$ cat src/rtl/nelw_pkg.sv
// ----------------------------------------------------------------------------
// nelw_pkg
// shared types and constants for the nongraphic escape line wrapper
// ----------------------------------------------------------------------------
package nelw_pkg;

  localparam logic [7:0] LF_CHAR       = 8'h0A;
  localparam logic [7:0] PRINT_LO      = 8'h20;
  localparam logic [7:0] PRINT_HI      = 8'h7E;
  localparam logic [7:0] ESCAPE_LEN    = 8'd11;
  localparam logic [7:0] WIDTH_RESET   = 8'd80;

  // classified request passed from front to back
  typedef struct packed {
    logic [7:0] data;       // raw byte
    logic       wrap;       // line feed goes out before the text
    logic       printable;  // byte passes through as is
  } nelw_cmd_t;

endpackage

$ cat src/rtl/nelw_front.sv
// ----------------------------------------------------------------------------
// nelw_front
// accepts input bytes, classifies them and tracks the output column
// ----------------------------------------------------------------------------
module nelw_front (
  input  logic               clk,
  input  logic               rst_n,
  input  logic               in_tvalid,
  output logic               in_tready,
  input  logic [7:0]         in_tdata,
  input  logic               cfg_valid,
  output logic               cfg_ready,
  input  logic [7:0]         cfg_data,
  input  logic               q_full,
  output logic               q_push,
  output nelw_pkg::nelw_cmd_t q_wdata
);
  import nelw_pkg::*;

  logic [7:0] line_width_r;
  logic [7:0] column_r;
  logic [7:0] column_nxt;
  logic       printable;
  logic [7:0] cost;
  logic [8:0] sum;
  logic       wrap;

  assign cfg_ready = 1'b1;
  assign in_tready = !q_full;
  assign q_push    = in_tvalid && in_tready;

  assign printable = (in_tdata >= PRINT_LO) && (in_tdata <= PRINT_HI);
  assign cost      = printable ? 8'd1 : ESCAPE_LEN;
  assign sum       = {1'b0, column_r} + {1'b0, cost};
  assign wrap      = sum >= {1'b0, line_width_r};

  always_comb begin
    column_nxt = wrap ? cost : sum[7:0];
    // newline escape is closed by a line feed
    if (!printable && (in_tdata == LF_CHAR)) begin
      column_nxt = '0;
    end
  end

  assign q_wdata = '{data: in_tdata, wrap: wrap, printable: printable};

  always_ff @(posedge clk) begin
    if (!rst_n) begin
      line_width_r <= WIDTH_RESET;
      column_r     <= '0;
    end else begin
      if (cfg_valid && cfg_ready) begin
        line_width_r <= cfg_data;
      end
      if (q_push) begin
        column_r <= column_nxt;
      end
    end
  end

endmodule

$ cat src/rtl/nelw_fifo.sv
// ----------------------------------------------------------------------------
// nelw_fifo
// short request queue between front and back
// ----------------------------------------------------------------------------
module nelw_fifo #(
  parameter int DEPTH = 4
) (
  input  logic               clk,
  input  logic               rst_n,
  input  logic               push,
  input  nelw_pkg::nelw_cmd_t wdata,
  output logic               full,
  input  logic               pop,
  output logic               empty,
  output nelw_pkg::nelw_cmd_t rdata
);
  import nelw_pkg::*;

  localparam int PW = (DEPTH > 1) ? $clog2(DEPTH) : 1;
  localparam int CW = $clog2(DEPTH + 1);
  localparam logic [PW-1:0] LAST_PTR = PW'(DEPTH - 1);
  localparam logic [CW-1:0] FULL_CNT = CW'(DEPTH);

  nelw_cmd_t     mem [DEPTH];
  logic [PW-1:0] wr_ptr_r;
  logic [PW-1:0] rd_ptr_r;
  logic [CW-1:0] count_r;

  assign full  = count_r == FULL_CNT;
  assign empty = count_r == '0;
  assign rdata = mem[rd_ptr_r];

  always_ff @(posedge clk) begin
    if (push) begin
      mem[wr_ptr_r] <= wdata;
    end
  end

  always_ff @(posedge clk) begin
    if (!rst_n) begin
      wr_ptr_r <= '0;
      rd_ptr_r <= '0;
      count_r  <= '0;
    end else begin
      if (push) begin
        wr_ptr_r <= (wr_ptr_r == LAST_PTR) ? '0 : wr_ptr_r + 1'b1;
      end
      if (pop) begin
        rd_ptr_r <= (rd_ptr_r == LAST_PTR) ? '0 : rd_ptr_r + 1'b1;
      end
      if (push && !pop) begin
        count_r <= count_r + 1'b1;
      end else if (pop && !push) begin
        count_r <= count_r - 1'b1;
      end
    end
  end

endmodule

$ cat src/rtl/nelw_back.sv
// ----------------------------------------------------------------------------
// nelw_back
// expands queued requests into output characters, one per cycle while out_tready is high
// ----------------------------------------------------------------------------
module nelw_back (
  input  logic               clk,
  input  logic               rst_n,
  input  logic               q_empty,
  input  nelw_pkg::nelw_cmd_t q_rdata,
  output logic               q_pop,
  output logic               out_tvalid,
  input  logic               out_tready,
  output logic [7:0]         out_tdata,
  output logic               out_tlast
);
  import nelw_pkg::*;

  // character positions within one run
  localparam logic [3:0] STEP_WRAP  = 4'd0;
  localparam logic [3:0] STEP_OPEN  = 4'd1;
  localparam logic [3:0] STEP_Z0    = 4'd2;
  localparam logic [3:0] STEP_X     = 4'd3;
  localparam logic [3:0] STEP_HEXH  = 4'd4;
  localparam logic [3:0] STEP_HEXL  = 4'd5;
  localparam logic [3:0] STEP_BAR   = 4'd6;
  localparam logic [3:0] STEP_Z1    = 4'd7;
  localparam logic [3:0] STEP_OCT2  = 4'd8;
  localparam logic [3:0] STEP_OCT1  = 4'd9;
  localparam logic [3:0] STEP_OCT0  = 4'd10;
  localparam logic [3:0] STEP_CLOSE = 4'd11;
  localparam logic [3:0] STEP_LF    = 4'd12;

  logic [3:0] step_r;
  logic [3:0] cur;
  logic       load;
  logic       fire;
  logic       last;
  logic [7:0] ch;
  logic       out_valid_r;
  logic [7:0] out_data_r;
  logic       out_last_r;

  function automatic logic [7:0] hex_char(input logic [3:0] n);
    return (n < 4'd10) ? (8'h30 + {4'h0, n}) : (8'h57 + {4'h0, n});
  endfunction

  assign load  = !out_valid_r || out_tready;
  assign fire  = load && !q_empty;
  assign cur   = ((step_r == STEP_WRAP) && !q_rdata.wrap) ? STEP_OPEN : step_r;

  always_comb begin
    if (q_rdata.printable) begin
      last = cur == STEP_OPEN;
    end else if (q_rdata.data == LF_CHAR) begin
      last = cur == STEP_LF;
    end else begin
      last = cur == STEP_CLOSE;
    end
  end

  always_comb begin
    case (cur)
      STEP_WRAP:  ch = LF_CHAR;
      STEP_OPEN:  ch = q_rdata.printable ? q_rdata.data : 8'h5B;
      STEP_Z0:    ch = 8'h30;
      STEP_X:     ch = 8'h78;
      STEP_HEXH:  ch = hex_char(q_rdata.data[7:4]);
      STEP_HEXL:  ch = hex_char(q_rdata.data[3:0]);
      STEP_BAR:   ch = 8'h7C;
      STEP_Z1:    ch = 8'h30;
      STEP_OCT2:  ch = 8'h30 + {6'h0, q_rdata.data[7:6]};
      STEP_OCT1:  ch = 8'h30 + {5'h0, q_rdata.data[5:3]};
      STEP_OCT0:  ch = 8'h30 + {5'h0, q_rdata.data[2:0]};
      STEP_CLOSE: ch = 8'h5D;
      STEP_LF:    ch = LF_CHAR;
      default:    ch = LF_CHAR;
    endcase
  end

  assign q_pop      = fire && last;
  assign out_tvalid = out_valid_r;
  assign out_tdata  = out_data_r;
  assign out_tlast  = out_last_r;

  always_ff @(posedge clk) begin
    if (fire) begin
      out_data_r <= ch;
      out_last_r <= last;
    end
  end

  always_ff @(posedge clk) begin
    if (!rst_n) begin
      step_r      <= STEP_WRAP;
      out_valid_r <= 1'b0;
    end else begin
      if (load) begin
        out_valid_r <= !q_empty;
      end
      if (fire) begin
        step_r <= last ? STEP_WRAP : cur + 4'd1;
      end
    end
  end

endmodule

$ cat src/rtl/nongraphic_escape_line_wrapper.sv
// ----------------------------------------------------------------------------
// nongraphic_escape_line_wrapper
// byte stream to printable text with escapes and line wrapping
// ----------------------------------------------------------------------------
// Each input byte turns into a run of output characters. Printable bytes
// (0x20 to 0x7e) pass through as one character; every other byte becomes
// the 11-character text [0xhh|0ooo] in lowercase hex and octal. When the
// column plus the cost of the byte reaches line_width, a line feed comes
// first and the column restarts at that cost; a newline byte's escape is
// followed by a line feed and the column returns to zero. A run is one to
// thirteen characters (1 or 2 for a plain byte, 11 to 13 for an escape),
// tlast marks its end. The output side moves one character per cycle
// while out_tready is high; the character sequencer in the back end steps
// through each run. The front end accepts a byte per cycle into a request
// queue of FIFO_DEPTH entries while that queue is not full, so input bytes
// keep flowing while a long escape drains. line_width is written through
// the cfg port (always ready) and must only be changed while idle.
// ----------------------------------------------------------------------------
module nongraphic_escape_line_wrapper #(
  parameter int FIFO_DEPTH = 4
) (
  input  logic       clk,
  input  logic       rst_n,
  // input byte stream
  input  logic       in_tvalid,
  output logic       in_tready,
  input  logic [7:0] in_tdata,    // [7:0] in_byte
  // output character stream
  output logic       out_tvalid,
  input  logic       out_tready,
  output logic [7:0] out_tdata,   // [7:0] out_byte
  output logic       out_tlast,   // last_of_run
  // line width register write
  input  logic       cfg_valid,
  output logic       cfg_ready,
  input  logic [7:0] cfg_data     // [7:0] line_width
);
  import nelw_pkg::*;

  // request queue handshake
  logic      q_push;
  logic      q_pop;
  logic      q_full;
  logic      q_empty;
  nelw_cmd_t q_wdata;
  nelw_cmd_t q_rdata;

  // front: classify, column tracking, wrap decision, config register
  nelw_front u_front (
    .clk       (clk),
    .rst_n     (rst_n),
    .in_tvalid (in_tvalid),
    .in_tready (in_tready),
    .in_tdata  (in_tdata),
    .cfg_valid (cfg_valid),
    .cfg_ready (cfg_ready),
    .cfg_data  (cfg_data),
    .q_full    (q_full),
    .q_push    (q_push),
    .q_wdata   (q_wdata)
  );

  // decouples byte intake from character output
  nelw_fifo #(
    .DEPTH (FIFO_DEPTH)
  ) u_fifo (
    .clk   (clk),
    .rst_n (rst_n),
    .push  (q_push),
    .wdata (q_wdata),
    .full  (q_full),
    .pop   (q_pop),
    .empty (q_empty),
    .rdata (q_rdata)
  );

  // back: character sequencer with registered output
  nelw_back u_back (
    .clk        (clk),
    .rst_n      (rst_n),
    .q_empty    (q_empty),
    .q_rdata    (q_rdata),
    .q_pop      (q_pop),
    .out_tvalid (out_tvalid),
    .out_tready (out_tready),
    .out_tdata  (out_tdata),
    .out_tlast  (out_tlast)
  );

endmodule
$ cat config.mk
export PLATFORM = sky130hd
export DESIGN_NAME = nongraphic_escape_line_wrapper
export DESIGN_NICKNAME = d
export VERILOG_FILES = /design/src/rtl/nelw_pkg.sv /design/src/rtl/nelw_front.sv /design/src/rtl/nelw_fifo.sv /design/src/rtl/nelw_back.sv /design/src/rtl/nongraphic_escape_line_wrapper.sv
export SDC_FILE = /design/constraint.sdc
export NUM_CORES = 1
export LEC_CHECK = 0
export ABC_AREA = 1
export BUFFER_PORTS_ARGS = -buffer_cell sky130_fd_sc_hd__buf_4
export CAP_MARGIN = 20
export CORE_MARGIN = 2
export CORE_UTILIZATION = 40
export CTS_BUF_LIST = sky130_fd_sc_hd__clkbuf_16
export DETAILED_ROUTE_END_ITERATION = 7
export PLACE_DENSITY = 0.58
export SLEW_MARGIN = 10
export SYNTH_ARGS = -nofsm -noshare
export SYNTH_HDL_FRONTEND = slang
export SYNTH_SLANG_ARGS = --single-unit
export TNS_END_PERCENT = 50
$ cat constraint.sdc
create_clock -name clk -period 2.98 [get_ports clk]
set_clock_uncertainty 0.2 [all_clocks]
set_input_delay 0.149 -clock clk [delete_from_list [all_inputs] [get_ports clk]]
set_output_delay 0.149 -clock clk [all_outputs]
set_load 0.02 [all_outputs]
==> flow_metrics.tcl <==
set metrics [dict create \
    routabilityCongestion 0.9064 \
    seq_area_mm2 0.002078 \
    numCtsBuffers 9 \
    synthesis.nets 527 \
    status "completed" \
    grt_start_max_net_pins 18 \
    max_stage_delay_ns 0.28 \
    rsz0062_at_grt "yes" \
    post_dp_cell_area_mm2 0.004950 \
    die_h_um 107.2 \
    layout_min_cycle_time_ns 2.898 \
    synth_edf_count 49 \
    clock_sinks 79 \
    grt_pass1_vias 3503 \
    cp-start-kind "input port" \
    wl_per_cell_um 14.33 \
    vias 3670 \
    relSlewSlack 0.6545 \
    antenna_found_initial 0 \
    stdcell_count 745 \
    min-delay-start "cfg_valid" \
    clock_latency_ns 0.34 \
    ys_seq_elements 79 \
    power.static_leakage_nw 2.565 \
    hold_end "u_front.line_width_r[1]" \
    top_level_ports 33 \
    synth_common_cells "101 x nand2_1, 65 x inv_1, 49 x edfxtp_1, 36 x nor2_1, 34 x a21oi_1" \
    postSynthCellCount 484 \
    finalHoldViolCount 0 \
    cts_tree "done" \
    ant_nets 0 \
    drive_above_1_share 0.3103 \
    fin_tns_setup_ns 0 \
    yosysUniqueCellTypes 44 \
    syn_avg_cell_area_um2 8.808 \
    num-fill-cells 891 \
    timing.final.max_slew_violations 0 \
    whs_ns 0.04424 \
    cts_root_buf "clkbuf_16" \
    synth_top_cells_by_area "edfxtp_1 35%, dfxtp_1 14%, nand2_1 8.9%" \
    multi_input_area_mm2 0.002032 \
    cp.required_ns 2.85 \
    die_area_mm2 0.01150 \
    r2r_end "u_fifo.mem[1][1]" \
    yosysTopAreaCell "edfxtp_1" \
    cts_htree_levels 3 \
    num_rows 37 \
    cp_max_fo 4 \
    worstSetupEndpointType "flip-flop" \
    vdd_drop_max_mv 0.3421 \
    netlist.area_leader.share 0.3452 \
    core_area_mm2 0.01032 \
    diodes 0 \
    crit_slowest_cell "nor3_4" \
    drv_cap 0 \
    vias_per_cell 4.926 \
    die_w_um 107.2 \
    grt_pass1_wl_mm 16.71 \
    finalInstanceArea_mm2 0.005897 \
    dp.cells 688 \
    power_density_mw_per_mm2 878.7 \
    rrSetupSlack_ns 0.09 \
    synth_ff_type "edfxtp_1" \
    async_flop_share 0 \
    clkTransAtPathRegs_ns 0.06 \
    fin_crit_sh 0.9725 \
    worst-setup-path-type "in -> reg" \
    drt_first_iter_violations 171 \
    area_delta_synth_final_pct 38.33 \
    hpwl_mm 7.239 \
    ff2ff_path_depth 14 \
    initial_core_util 0.4129 \
    hold_depth 3 \
    worst_slew_pin_slew_ns 0.5177 \
    syn_area_mm2 0.004263 \
    drc 0 \
    grt-ovfl-total 0 \
    timing.rr.start "u_front.column_r[0]" \
    fmax_mhz 345.1 \
    setup_viol 0 \
    port_buffers 31 \
    arrival_ns 2.77 \
    crit_chain "buf_4, nand3_1, nor2_2, nor3_4, inv_2, ha_4, nand3_1, nand2_1, nand2_2, nand2_2, nand2_2, xor2_2, inv_2, ha_4, nand2_1, inv_2, nand3_1, nor2_1, nor2_1, and2_4, buf_4, nand2_1" \
    wirelength_mm 10.68 \
    clockBufferDepth 2 \
    yosysMostFrequentCell "nand2_1" \
    ys_warn_count 0 \
    grt_use_total 0.1880 \
    ys_seq_area_frac 0.4861 \
    fin_nets 647 \
    dr.pass1.iters 4 \
    hp-class "in -> reg" \
]
## how the worst max path moves through the flow
| stage | startpoint | endpoint | slack [ns] | cells after the start |
|---|---|---|---|---|
| 6_report | in_tdata[5] | u_fifo.mem[1][1] | 0.08 | 22 |
| 2_1_floorplan | flip-flop | u_fifo.count_r[2] | -0.07 | 22 |
| 3_3_place_gp | in_tdata[6] | u_fifo.mem[1][1] | -0.19 | 16 |
| 4_1_cts | flip-flop | u_fifo.count_r[2] | 0.007 | 22 |
| 5_1_grt | in_tdata[2] | u_front.column_r[6] | -0.08 | 23 |
| 3_5_place_dp | in_tdata[6] | u_fifo.mem[1][1] | -0.25 | 16 |
## flip-flops by register name, indices dropped and copies added (netlist names), named ones only
signal                count
u_fifo.mem               40
u_back.out_tvalid         1
u_back.step_r             4
u_fifo.rd_ptr_r           2
u_back.out_tlast          1
u_front.column_r          8
u_front.line_width_r      8
u_back.out_tdata          8
u_fifo.count_r            3
u_fifo.wr_ptr_r           2
## layout make-up
type | count | share of cell area
Clock buffer | 9 | 0.03819
Clock inverter | 7 | 0.01888
Inverter | 72 | 0.04668
Multi-Input combinational cell | 320 | 0.3446
Sequential cell | 79 | 0.3524
Tap cell | 136 | 0.02886
Timing Repair Buffer | 122 | 0.1704
## cells by family after synthesis
logic type	Yosys count	share of synthesized area
compound gates	74	0.1095
xor+xnor	7	0.01438
fa+ha+maj	22	0.06810
buf+inv	85	0.08600
flops	79	0.4861
other cells	1	0.0008797
simple gates	216	0.2351
## placed cells by master, fill, tap and decap left out, drive strengths merged, types with 6 or more instances in the layout
| master | n |
|---|---|
| o21ai | 22 |
| nand3 | 34 |
| a21oi | 36 |
| dfxtp | 30 |
| ha | 20 |
| clkbuf | 9 |
| nor2 | 41 |
| nand2 | 113 |
| dlygate4sd3 | 28 |
| edfxtp | 49 |
| nor3 | 6 |
| nand4 | 18 |
| inv | 72 |
| buf | 94 |
## per-stage QoR
stage	setup slack (ns)	utilization	total power, mW
5_1_grt	-0.08095	0.5712	5.532
6_report	0.08191	0.5712	5.182
3_5_place_dp	-0.2493	0.4795	3.641
4_1_cts	0.007055	0.5398	4.952
3_3_place_gp	-0.1871	0.4795	3.612
2_1_floorplan	-0.06589	-	2.894
## worst max-delay path, delay by kind of cell
kind,cells,cell delay (ns)
and+or+nand+nor,14,1.48
adders and majority gates,2,0.51
buffers and inverters,5,0.48
xor gates and xnor gates,1,0.14
## report_power, final
| part | total [mW] | internal (mW) | switching, mW |
|---|---|---|---|
| clock | 1.25 | 0.812 | 0.435 |
| sequential | 1.54 | 1.43 | 0.113 |
| combinational | 2.40 | 1.03 | 1.37 |
| total | 5.18 | 3.27 | 1.91 |
## metal layers
layer / vias up / part of all wire / track usage
met2: 86 / 0.50 / 0.3223
li1: 1854 / - / -
met3: 13 / 0.036 / 0.03222
met4: 0 / 0.015 / 0.07050
met1: 1717 / 0.45 / 0.2366
met5: - / 0 / 0
## repair_timing
item	4_1_cts	5_1_grt
gates cloned	0	0
gates resized for setup	4	56
setup buffers	0	13
endpoints found under the setup margin	1	14
hold endpoints to repair	51	0
hold buffers	28	0
pin swaps	0	26
Note: power is estimated with default switching activity, not from simulation.
